File: config.mk
export PLATFORM = sky130hd
export DESIGN_NAME = json_string_unescape_utf8_core
export DESIGN_NICKNAME = d
export VERILOG_FILES = /design/src/rtl/jsu_pkg.sv /design/src/rtl/jsu_front.sv /design/src/rtl/jsu_queue.sv /design/src/rtl/jsu_back.sv /design/src/rtl/json_string_unescape_utf8_core.sv
export SDC_FILE = /design/constraint.sdc
export NUM_CORES = 1
export LEC_CHECK = 0
export ABC_AREA = 0
export BUFFER_PORTS_ARGS = -buffer_cell sky130_fd_sc_hd__buf_2
export CAP_MARGIN = 10
export CELL_PAD_IN_SITES_DETAIL_PLACEMENT = 0
export CELL_PAD_IN_SITES_GLOBAL_PLACEMENT = 1
export CORE_UTILIZATION = 52
export DETAILED_ROUTE_END_ITERATION = 7
export PLACE_DENSITY = 0.82
export SYNTH_ARGS = -nofsm -noshare
export SYNTH_HDL_FRONTEND = slang
export SYNTH_SLANG_ARGS = --single-unit
File: constraint.sdc
create_clock -name clk_i -period 6.55 [get_ports clk_i]
set_input_delay 1.31 -clock clk_i [delete_from_list [all_inputs] [get_ports clk_i]]
set_output_delay 1.31 -clock clk_i [all_outputs]
set_load 0.01 [all_outputs]
File: src/rtl/jsu_pkg.sv
// Shared types and constants of the JSON string unescaper.
// Used by jsu_front, jsu_queue, jsu_back and the top level; depends on nothing else.
`default_nettype none

package jsu_pkg;

  // Phase of the string parser in the front part.
  typedef enum logic [1:0] {
    PH_IDLE,
    PH_BODY,
    PH_ESC,
    PH_HEX
  } phase_e;

  // What a queued job asks the back part to emit after the optional U+FFFD.
  typedef enum logic [1:0] {
    JOB_NONE,
    JOB_RAW,
    JOB_CP,
    JOB_STATUS
  } job_kind_e;

  typedef logic [2:0] status_t;

  // Result status codes.
  localparam status_t ST_DATA       = 3'd0;
  localparam status_t ST_COMPLETE   = 3'd1;
  localparam status_t ST_NO_QUOTE   = 3'd2;
  localparam status_t ST_BAD_ESC    = 3'd3;
  localparam status_t ST_BAD_HEX    = 3'd4;
  localparam status_t ST_UNTERMINAT = 3'd5;

  // Code point constants.
  localparam logic [20:0] CP_REPLACE = 21'h00FFFD;
  localparam logic [20:0] CP_SUPP    = 21'h010000;

  // One decoded step: an optional replacement character, then one main item.
  typedef struct packed {
    logic        flush;
    job_kind_e   kind;
    logic [20:0] value;
    status_t     status;
  } job_t;

  // Job queue between the front and back parts; depth is a power of two.
  localparam int unsigned QueueDepth = 4;
  localparam int unsigned QPtrW      = $clog2(QueueDepth);
  localparam int unsigned QCntW      = $clog2(QueueDepth + 1);

endpackage

`default_nettype wire

File: src/rtl/jsu_front.sv
// Front part: parses one text byte per request and turns it into a job.
// Depends on jsu_pkg.
`default_nettype none

module jsu_front (
  input  wire               clk_i,
  input  wire               rst_ni,
  input  wire               in_valid_i,
  input  wire  [7:0]        in_byte_i,
  input  wire               q_full_i,
  output logic              in_stall_o,
  output logic              job_valid_o,
  output jsu_pkg::job_t     job_o
);
  import jsu_pkg::*;

  // Characters the parser reacts to.
  localparam logic [7:0] CH_NUL   = 8'h00;
  localparam logic [7:0] CH_QUOTE = 8'h22;
  localparam logic [7:0] CH_BSL   = 8'h5C;
  localparam logic [7:0] CH_SLASH = 8'h2F;
  localparam logic [7:0] CH_B     = 8'h62;
  localparam logic [7:0] CH_F     = 8'h66;
  localparam logic [7:0] CH_N     = 8'h6E;
  localparam logic [7:0] CH_R     = 8'h72;
  localparam logic [7:0] CH_T     = 8'h74;
  localparam logic [7:0] CH_U     = 8'h75;

  phase_e      phase_q, phase_d;
  logic [1:0]  cnt_q, cnt_d;
  logic [11:0] acc_q, acc_d;
  logic [9:0]  high_q, high_d;
  logic        pend_q, pend_d;

  logic        accept;
  logic        hex_ok;
  logic [3:0]  hex_v;
  logic        hex_flush;
  logic [15:0] cp16;
  job_t        job;

  assign accept     = in_valid_i && !q_full_i;
  assign in_stall_o = q_full_i;

  // Hex digit decode of the incoming byte.
  always_comb begin
    hex_ok = 1'b1;
    hex_v  = 4'd0;
    if (in_byte_i >= 8'h30 && in_byte_i <= 8'h39) begin
      hex_v = 4'(in_byte_i - 8'h30);
    end else if (in_byte_i >= 8'h61 && in_byte_i <= 8'h66) begin
      hex_v = 4'(in_byte_i - 8'h57);
    end else if (in_byte_i >= 8'h41 && in_byte_i <= 8'h46) begin
      hex_v = 4'(in_byte_i - 8'h37);
    end else begin
      hex_ok = 1'b0;
    end
  end

  assign cp16 = {acc_q, hex_v};

  // A held high surrogate is dropped when the next escape cannot be a low surrogate.
  assign hex_flush = pend_q && ((cnt_q == 2'd0 && hex_v != 4'hD) ||
                                (cnt_q == 2'd1 && hex_v < 4'hC));

  // Next state and job for the byte at the input.
  always_comb begin
    phase_d    = phase_q;
    cnt_d      = cnt_q;
    acc_d      = acc_q;
    high_d     = high_q;
    pend_d     = pend_q;
    job.flush  = 1'b0;
    job.kind   = JOB_NONE;
    job.value  = '0;
    job.status = ST_DATA;
    unique case (phase_q)
      PH_IDLE: begin
        cnt_d  = '0;
        acc_d  = '0;
        high_d = '0;
        pend_d = 1'b0;
        if (in_byte_i == CH_QUOTE) begin
          phase_d = PH_BODY;
        end else begin
          phase_d    = PH_IDLE;
          job.kind   = JOB_STATUS;
          job.status = ST_NO_QUOTE;
        end
      end
      PH_BODY: begin
        if (in_byte_i == CH_BSL) begin
          phase_d = PH_ESC;
        end else begin
          job.flush = pend_q;
          pend_d    = 1'b0;
          high_d    = '0;
          if (in_byte_i == CH_NUL || in_byte_i == CH_QUOTE) begin
            phase_d    = PH_IDLE;
            cnt_d      = '0;
            acc_d      = '0;
            job.kind   = JOB_STATUS;
            job.status = (in_byte_i == CH_NUL) ? ST_UNTERMINAT : ST_COMPLETE;
          end else begin
            job.kind  = JOB_RAW;
            job.value = {13'd0, in_byte_i};
          end
        end
      end
      PH_ESC: begin
        if (in_byte_i == CH_U) begin
          phase_d = PH_HEX;
          cnt_d   = '0;
          acc_d   = '0;
        end else begin
          job.flush = pend_q;
          pend_d    = 1'b0;
          high_d    = '0;
          phase_d   = PH_BODY;
          job.kind  = JOB_CP;
          unique case (in_byte_i)
            CH_QUOTE: job.value = 21'h22;
            CH_BSL:   job.value = 21'h5C;
            CH_SLASH: job.value = 21'h2F;
            CH_B:     job.value = 21'h08;
            CH_F:     job.value = 21'h0C;
            CH_N:     job.value = 21'h0A;
            CH_R:     job.value = 21'h0D;
            CH_T:     job.value = 21'h09;
            default: begin
              phase_d    = PH_IDLE;
              cnt_d      = '0;
              acc_d      = '0;
              job.kind   = JOB_STATUS;
              job.status = ST_BAD_ESC;
            end
          endcase
        end
      end
      PH_HEX: begin
        if (!hex_ok) begin
          job.flush  = pend_q;
          job.kind   = JOB_STATUS;
          job.status = ST_BAD_HEX;
          phase_d    = PH_IDLE;
          cnt_d      = '0;
          acc_d      = '0;
          high_d     = '0;
          pend_d     = 1'b0;
        end else begin
          job.flush = hex_flush;
          if (hex_flush) begin
            pend_d = 1'b0;
            high_d = '0;
          end
          if (cnt_q == 2'd3) begin
            // Fourth digit: the code point is complete.
            phase_d = PH_BODY;
            cnt_d   = '0;
            acc_d   = '0;
            pend_d  = 1'b0;
            high_d  = '0;
            if (pend_q && !hex_flush) begin
              job.kind  = JOB_CP;
              job.value = CP_SUPP + {1'b0, high_q, cp16[9:0]};
            end else if (cp16[15:10] == 6'b110110) begin
              pend_d = 1'b1;
              high_d = cp16[9:0];
            end else if (cp16[15:10] == 6'b110111) begin
              job.kind  = JOB_CP;
              job.value = CP_REPLACE;
            end else begin
              job.kind  = JOB_CP;
              job.value = {5'd0, cp16};
            end
          end else begin
            cnt_d = cnt_q + 2'd1;
            acc_d = cp16[11:0];
          end
        end
      end
      default: begin
        phase_d = PH_IDLE;
      end
    endcase
  end

  assign job_o       = job;
  assign job_valid_o = accept && (job.flush || job.kind != JOB_NONE);

  // Parser state registers, advanced on each accepted request.
  always_ff @(posedge clk_i or negedge rst_ni) begin
    if (!rst_ni) begin
      phase_q <= PH_IDLE;
      cnt_q   <= '0;
      acc_q   <= '0;
      high_q  <= '0;
      pend_q  <= 1'b0;
    end else if (accept) begin
      phase_q <= phase_d;
      cnt_q   <= cnt_d;
      acc_q   <= acc_d;
      high_q  <= high_d;
      pend_q  <= pend_d;
    end
  end

  // A held surrogate only lives inside a string, and digits are counted only in an escape.
  a_pend_in_string: assert property (@(posedge clk_i) disable iff (!rst_ni)
    pend_q |-> (phase_q == PH_BODY || phase_q == PH_ESC || phase_q == PH_HEX))
    else $error("surrogate held outside a string");
  a_cnt_in_hex: assert property (@(posedge clk_i) disable iff (!rst_ni)
    (cnt_q != 2'd0) |-> (phase_q == PH_HEX))
    else $error("hex digit count outside a hex escape");

endmodule

`default_nettype wire

File: src/rtl/jsu_queue.sv
// Short job queue that decouples the front part from the back part.
// Depends on jsu_pkg.
`default_nettype none

module jsu_queue (
  input  wire               clk_i,
  input  wire               rst_ni,
  input  wire               push_i,
  input  jsu_pkg::job_t     push_job_i,
  output logic              full_o,
  output logic              valid_o,
  output jsu_pkg::job_t     head_o,
  input  wire               pop_i
);
  import jsu_pkg::*;

  job_t             slot_q [QueueDepth];
  logic [QPtrW-1:0] wr_q, rd_q;
  logic [QCntW-1:0] cnt_q;

  assign full_o  = (cnt_q == QCntW'(QueueDepth));
  assign valid_o = (cnt_q != '0);
  assign head_o  = slot_q[rd_q];

  // Pointers and fill level.
  always_ff @(posedge clk_i or negedge rst_ni) begin
    if (!rst_ni) begin
      wr_q  <= '0;
      rd_q  <= '0;
      cnt_q <= '0;
    end else begin
      if (push_i) begin
        wr_q <= wr_q + 1'b1;
      end
      if (pop_i) begin
        rd_q <= rd_q + 1'b1;
      end
      if (push_i && !pop_i) begin
        cnt_q <= cnt_q + 1'b1;
      end else if (pop_i && !push_i) begin
        cnt_q <= cnt_q - 1'b1;
      end
    end
  end

  // Job storage.
  always_ff @(posedge clk_i) begin
    if (push_i) begin
      slot_q[wr_q] <= push_job_i;
    end
  end

  a_no_overflow: assert property (@(posedge clk_i) disable iff (!rst_ni)
    push_i |-> !full_o)
    else $error("job pushed into a full queue");
  a_no_underflow: assert property (@(posedge clk_i) disable iff (!rst_ni)
    pop_i |-> valid_o)
    else $error("job popped from an empty queue");

endmodule

`default_nettype wire

File: src/rtl/jsu_back.sv
// Back part: expands the head job into result bytes, one per cycle while not stalled, into an output register.
// Depends on jsu_pkg.
`default_nettype none

module jsu_back (
  input  wire               clk_i,
  input  wire               rst_ni,
  input  wire               job_valid_i,
  input  jsu_pkg::job_t     job_i,
  output logic              pop_o,
  output logic              out_valid_o,
  input  wire               out_stall_i,
  output logic [7:0]        out_byte_o,
  output logic [2:0]        status_o,
  output logic              last_o
);
  import jsu_pkg::*;

  // Byte i of the UTF-8 form of a code point whose encoded length is len.
  function automatic logic [7:0] utf8_byte(input logic [20:0] cp, input logic [2:0] len,
                                           input logic [1:0] i);
    logic [7:0] b;
    b = 8'h00;
    unique case (len)
      3'd1: b = cp[7:0];
      3'd2: b = (i == 2'd0) ? {3'b110, cp[10:6]} : {2'b10, cp[5:0]};
      3'd3: begin
        unique case (i)
          2'd0:    b = {4'b1110, cp[15:12]};
          2'd1:    b = {2'b10, cp[11:6]};
          default: b = {2'b10, cp[5:0]};
        endcase
      end
      default: begin
        unique case (i)
          2'd0:    b = {5'b11110, cp[20:18]};
          2'd1:    b = {2'b10, cp[17:12]};
          2'd2:    b = {2'b10, cp[11:6]};
          default: b = {2'b10, cp[5:0]};
        endcase
      end
    endcase
    return b;
  endfunction

  logic [1:0] idx_q;
  logic       valid_q;
  logic [7:0] byte_q;
  status_t    status_q;
  logic       last_q;

  logic [2:0] cp_len;
  logic [2:0] n_flush;
  logic [2:0] n_main;
  logic [2:0] n_res;
  logic [1:0] main_idx;
  logic       advance;
  logic       res_last;
  logic [7:0] res_byte;
  status_t    res_status;

  // Result count of the head job.
  always_comb begin
    if (job_i.value < 21'h80) begin
      cp_len = 3'd1;
    end else if (job_i.value < 21'h800) begin
      cp_len = 3'd2;
    end else if (job_i.value < 21'h10000) begin
      cp_len = 3'd3;
    end else begin
      cp_len = 3'd4;
    end
    n_flush = job_i.flush ? 3'd3 : 3'd0;
    unique case (job_i.kind)
      JOB_RAW, JOB_STATUS: n_main = 3'd1;
      JOB_CP:              n_main = cp_len;
      default:             n_main = 3'd0;
    endcase
    n_res = n_flush + n_main;
  end

  // The result at the current position of the head job.
  always_comb begin
    main_idx   = idx_q - n_flush[1:0];
    res_status = ST_DATA;
    if ({1'b0, idx_q} < n_flush) begin
      res_byte = utf8_byte(CP_REPLACE, 3'd3, idx_q);
    end else begin
      unique case (job_i.kind)
        JOB_RAW: res_byte = job_i.value[7:0];
        JOB_CP:  res_byte = utf8_byte(job_i.value, cp_len, main_idx);
        default: begin
          res_byte   = 8'h00;
          res_status = job_i.status;
        end
      endcase
    end
    res_last = ({1'b0, idx_q} + 3'd1 >= n_res);
  end

  assign advance = job_valid_i && (!valid_q || !out_stall_i);
  assign pop_o   = advance && res_last;

  // Position within the head job.
  always_ff @(posedge clk_i or negedge rst_ni) begin
    if (!rst_ni) begin
      idx_q <= '0;
    end else if (advance) begin
      idx_q <= res_last ? 2'd0 : idx_q + 2'd1;
    end
  end

  // Output register: loads a new result when empty or when its result is taken.
  always_ff @(posedge clk_i or negedge rst_ni) begin
    if (!rst_ni) begin
      valid_q <= 1'b0;
    end else if (advance) begin
      valid_q <= 1'b1;
    end else if (!out_stall_i) begin
      valid_q <= 1'b0;
    end
  end

  always_ff @(posedge clk_i) begin
    if (advance) begin
      byte_q   <= res_byte;
      status_q <= res_status;
      last_q   <= res_last;
    end
  end

  assign out_valid_o = valid_q;
  assign out_byte_o  = byte_q;
  assign status_o    = status_q;
  assign last_o      = last_q;

  // A job being expanded stays at the head, and every queued job yields a result.
  a_head_held: assert property (@(posedge clk_i) disable iff (!rst_ni)
    (idx_q != 2'd0) |-> job_valid_i)
    else $error("head job vanished while being expanded");
  a_job_nonempty: assert property (@(posedge clk_i) disable iff (!rst_ni)
    job_valid_i |-> (n_res != 3'd0 && n_res <= 3'd4))
    else $error("queued job with no or too many results");

endmodule

`default_nettype wire

File: src/rtl/json_string_unescape_utf8_core.sv
// Top level of the JSON string unescaper with UTF-8 output.
// Depends on jsu_pkg, jsu_front, jsu_queue and jsu_back.
//
//   Channel  Direction  Handshake                 Payload
//   input    in         in_valid_i / in_stall_o   in_byte_i
//   output   out        out_valid_o / out_stall_i out_byte_o, status_o, last_o
//
// A text byte is parsed in the cycle it is accepted; one byte per cycle is taken
// while the four-entry job queue has room.
// The back part emits one result per cycle while out_stall_i is low, and a byte yields
// up to four results (a replacement character plus one more).
// A result passes the job queue and the output register after its byte is accepted.
// Reset is asynchronous and active low; it returns the parser to waiting for the
// opening quote and empties the queue and the output register.
`default_nettype none

module json_string_unescape_utf8_core (
  input  wire        clk_i,
  input  wire        rst_ni,
  input  wire        in_valid_i,
  output logic       in_stall_o,
  input  wire  [7:0] in_byte_i,
  output logic       out_valid_o,
  input  wire        out_stall_i,
  output logic [7:0] out_byte_o,
  output logic [2:0] status_o,
  output logic       last_o
);
  import jsu_pkg::*;

  logic q_full;
  logic push;
  job_t push_job;
  logic head_valid;
  job_t head_job;
  logic pop;

  jsu_front u_front (
    .clk_i       (clk_i),
    .rst_ni      (rst_ni),
    .in_valid_i  (in_valid_i),
    .in_byte_i   (in_byte_i),
    .q_full_i    (q_full),
    .in_stall_o  (in_stall_o),
    .job_valid_o (push),
    .job_o       (push_job)
  );

  jsu_queue u_queue (
    .clk_i      (clk_i),
    .rst_ni     (rst_ni),
    .push_i     (push),
    .push_job_i (push_job),
    .full_o     (q_full),
    .valid_o    (head_valid),
    .head_o     (head_job),
    .pop_i      (pop)
  );

  jsu_back u_back (
    .clk_i       (clk_i),
    .rst_ni      (rst_ni),
    .job_valid_i (head_valid),
    .job_i       (head_job),
    .pop_o       (pop),
    .out_valid_o (out_valid_o),
    .out_stall_i (out_stall_i),
    .out_byte_o  (out_byte_o),
    .status_o    (status_o),
    .last_o      (last_o)
  );

endmodule

`default_nettype wire
==> impl_metrics.ini <==
[die]
placementRows = 45
die_w_microns = 127
ios = 26
initial_core_util_pct = 53.3
core_area_sq_mm = 0.0151
die-height_microns = 127
dieArea_sq_mm = 0.0160

[global_route]
grt_pass1_wl_mm = 28.4
grt.total_usage_pct = 23.7
grt_max_degree = 38
antenna_found_initial = 0
grt_pass1_vias = 5205
grt-ovfl-total = 0

[place]
io_buffers = 25
place_inst = 819
place_congestion = 0.926
hpwl_mm = 12.5
dp_slack_ns = 1.05

[power_and_ir_drop]
leakagePower_nw = 3.22
pwr-share-clk_pct = 24.5
pwr-share-comb_pct = 39.2
peakVddDrop_uv = 218
p_sw_mw = 1.36
seqPwrFrac_pct = 36.3
internal_power_mw = 2.49
powerDensity_mw_per_mm2 = 431
p_sw_share_pct = 35.3

[logic_synthesis]
ys.flop_type = edfxtp_1
synth-async-reset-ratio_pct = 23.6
syn_avg_cell_area_sq_um = 12.9
yosys_warnings = 0
ys_types = 90
syn_inst = 626
syn-num-nets = 667
ys_ff_latch = 157
synth-edff-count = 120
synth_area_sq_mm = 0.00807
seq_area_frac_synth_pct = 56.2

[setup_path]
reg2reg_to = u_queue.cnt_q[2]$_DFFE_PN0P_
crit_chain = buf_4, mux4_2, inv_1, ha_1, nand2_1, inv_1, a211oi_1, nor2_1, ha_1, inv_1, fa_1, ha_1, a21o_1, a21o_1, and2_1, inv_1, ha_1, inv_1, fa_1, xor2_1, nor2_1, xor2_1
endpoint_kind = flop
crit_arrival_ns = 5.80
cp_max_fo = 22
cp-start-kind = flop
crit_slowest_cell = dfrtp_1
reg2reg_depth = 22
crit_type = flop to flop
reg2reg_from = u_queue.rd_q[0]$_DFFE_PN0P_
reg2reg_setup_slack_ns = 1.09
path_common_cell = inv_1
crit_required_ns = 6.89
max_stage_delay_ns = 0.70

[sta]
tightest_slew_ns = 0.969
setup_tns_ns = 0
fin_skew_ns = 0.0107
fin_crit_sh_pct = 83.4
final_hold_viol_count = 0
rsz0062_at_grt = false
fmax_mhz = 183
setup_violations = 0
final.setup.worst_slack_ns = 1.09
finalCriticalPeriod_ns = 5.46
slew_viol_final = 0
maxSlewHeadroom_pct = 35.4

[routing]
antenna_left = 0
dr.pass1.iters = 5
num_vias = 5251
detail_route.iter0.violations = 395
drt_wl_total_mm = 17.5
vias_per_cell = 6.18
routedWlPerCell_microns = 20.6
drc = 0

[run_status]
status = complete, no violations

[layout]
syn_to_final_growth_pct = 10.8
diodes = 0
fillers = 1195
final-seq-area_sq_mm = 0.00453
mostFrequentLayoutCells = 120 x edfxtp_1, 55 x nand2_1, 42 x nor2_1
layout.cells.non_filler = 850
layout.nets = 691
fin_util_pct = 59.0
multiInputGateArea_sq_mm = 0.00333
drive_gt1_share_pct = 18.3
final_common_cell = edfxtp_1

[clock_network]
hold_buffers = 0
cts_post_setup_buffers_inserted = 0
clock_path_buffers = 2
h-tree-depth = 4
clock_sinks = 157
clkTransAtPathRegs_ns = 0.06
worstSkewPairLatency_ns = 0.42
cts_root_buffer = clkbuf_16
cts_resized = 0
cts_buffers = 17
cts_tree = yes

[hold_path]
min_to = u_back.out_valid_o$_DFFE_PN0P_
hold_depth = 2
hold_path_class = flop to flop
hold_path.startpoint = u_back.out_valid_o$_DFFE_PN0P_

[job]
maxCapViolCount = 0
final cells by class:
class	instances	share of cell area, %
clock inverter	12	1.58
timing repair buffer	32	1.99
clock buffer	19	4.84
inverter	24	1.01
sequential	157	50.7
tap	188	2.63
multi-input combinational	418	37.3
critical path: cells and delay by family (launching register included):
kind | cells | cell delay, ns
AO/OA/AOI/OAI | 3 | 0.45
XOR/XNOR | 2 | 0.34
adder cells (fa/ha/maj) | 6 | 1.80
buffers and inverters | 6 | 0.88
flip-flops | 1 | 0.70
multiplexers | 1 | 0.59
AND/OR/NAND/NOR | 4 | 0.61
Yosys cell counts (10+ instances only):
library cell  count  area [sq um]
nor2_1           42           158
inv_1            24          90.1
clkbuf_1         11          41.3
edfxtp_1        120          3600
nand3_1          18          90.1
nor2b_1          12          75.1
a22o_1           16           140
a21oi_1          31           155
buf_2            10          50.1
o21ai_0          28           140
dfrtp_1          37           926
nand2_1          55           206
ha_1             26           325
mux4_2           25           563
state kept, by name, indices dropped and copies added (netlist names):
register	flops
u_back.idx_q	2
u_back.last_o	1
u_back.out_byte_o	8
u_back.out_valid_o	1
u_back.status_o	3
u_front.acc_q	12
u_front.cnt_q	2
u_front.high_q	10
u_front.pend_q	1
u_front.phase_q	2
u_queue.cnt_q	3
u_queue.rd_q	2
u_queue.slot_q	108
u_queue.wr_q	2
power groups by stage:
stage | sequential (mW) | combinational [mW] | clock, mW
6_report | 1.40 | 1.51 | 0.945
5_1_grt | 1.42 | 1.66 | 0.999
4_1_cts | 1.40 | 1.52 | 0.962
3_5_place_dp | 1.42 | 1.51 | 0
3_3_place_gp | 1.41 | 1.51 | 0
2_1_floorplan | 1.41 | 1.12 | 0
routing by layer:
layer  global-route usage, %  part of all wire [%]  wire, microns  vias to the layer above
met4                    9.14                   2.4            427                        0
li1                        -                     -              -                     2458
met3                    5.61                   4.9            853                       33
met5                       0                     0              0                        -
met1                    30.9                    43           7620                     2590
met2                    38.8                    49           8630                      170
kinds of logic (layout without fill, tap and decap cells):
| group | after synthesis | in the layout | share of synthesized area (%) |
|---|---|---|---|
| adder cells (fa/ha/maj) | 29 | 29 | 4.78 |
| flip-flops | 157 | 157 | 56.2 |
| multiplexers | 37 | 37 | 9.12 |
| XOR/XNOR | 8 | 8 | 0.869 |
| AO/OA/AOI/OAI | 149 | 149 | 13.2 |
| buffers and inverters | 51 | 87 | 2.78 |
| AND/OR/NAND/NOR | 195 | 195 | 13.1 |
worst max path at each step:
stage | startpoint | end | slack, ns
after global placement | u_queue.rd_q[0]$_DFFE_PN0P_ | u_queue.cnt_q[2]$_DFFE_PN0P_ | 1.21
after detailed placement | u_queue.rd_q[0]$_DFFE_PN0P_ | u_queue.cnt_q[2]$_DFFE_PN0P_ | 1.05
after global routing | u_queue.rd_q[0]$_DFFE_PN0P_ | u_queue.cnt_q[2]$_DFFE_PN0P_ | 0.72
final | u_queue.rd_q[0]$_DFFE_PN0P_ | u_queue.cnt_q[2]$_DFFE_PN0P_ | 1.09
after floorplan | in_byte_i[0] | u_queue.slot_q[0][0]$_DFFE_PP_ | 0.86
after CTS | u_queue.rd_q[0]$_DFFE_PN0P_ | u_queue.cnt_q[2]$_DFFE_PN0P_ | 1.04
per-stage QoR:
stage | instance area (sq um) | total power, mW | hold slack [ns]
final | 8940 | 3.85 | 0.482
after global placement | 8360 | 2.92 | 0.464
after global routing | 8940 | 4.07 | 0.511
after floorplan | 8070 | 2.53 | 0.456
after detailed placement | 8360 | 2.93 | 0.473
after CTS | 8940 | 3.88 | 0.485
(Power assumes the default switching activity.)
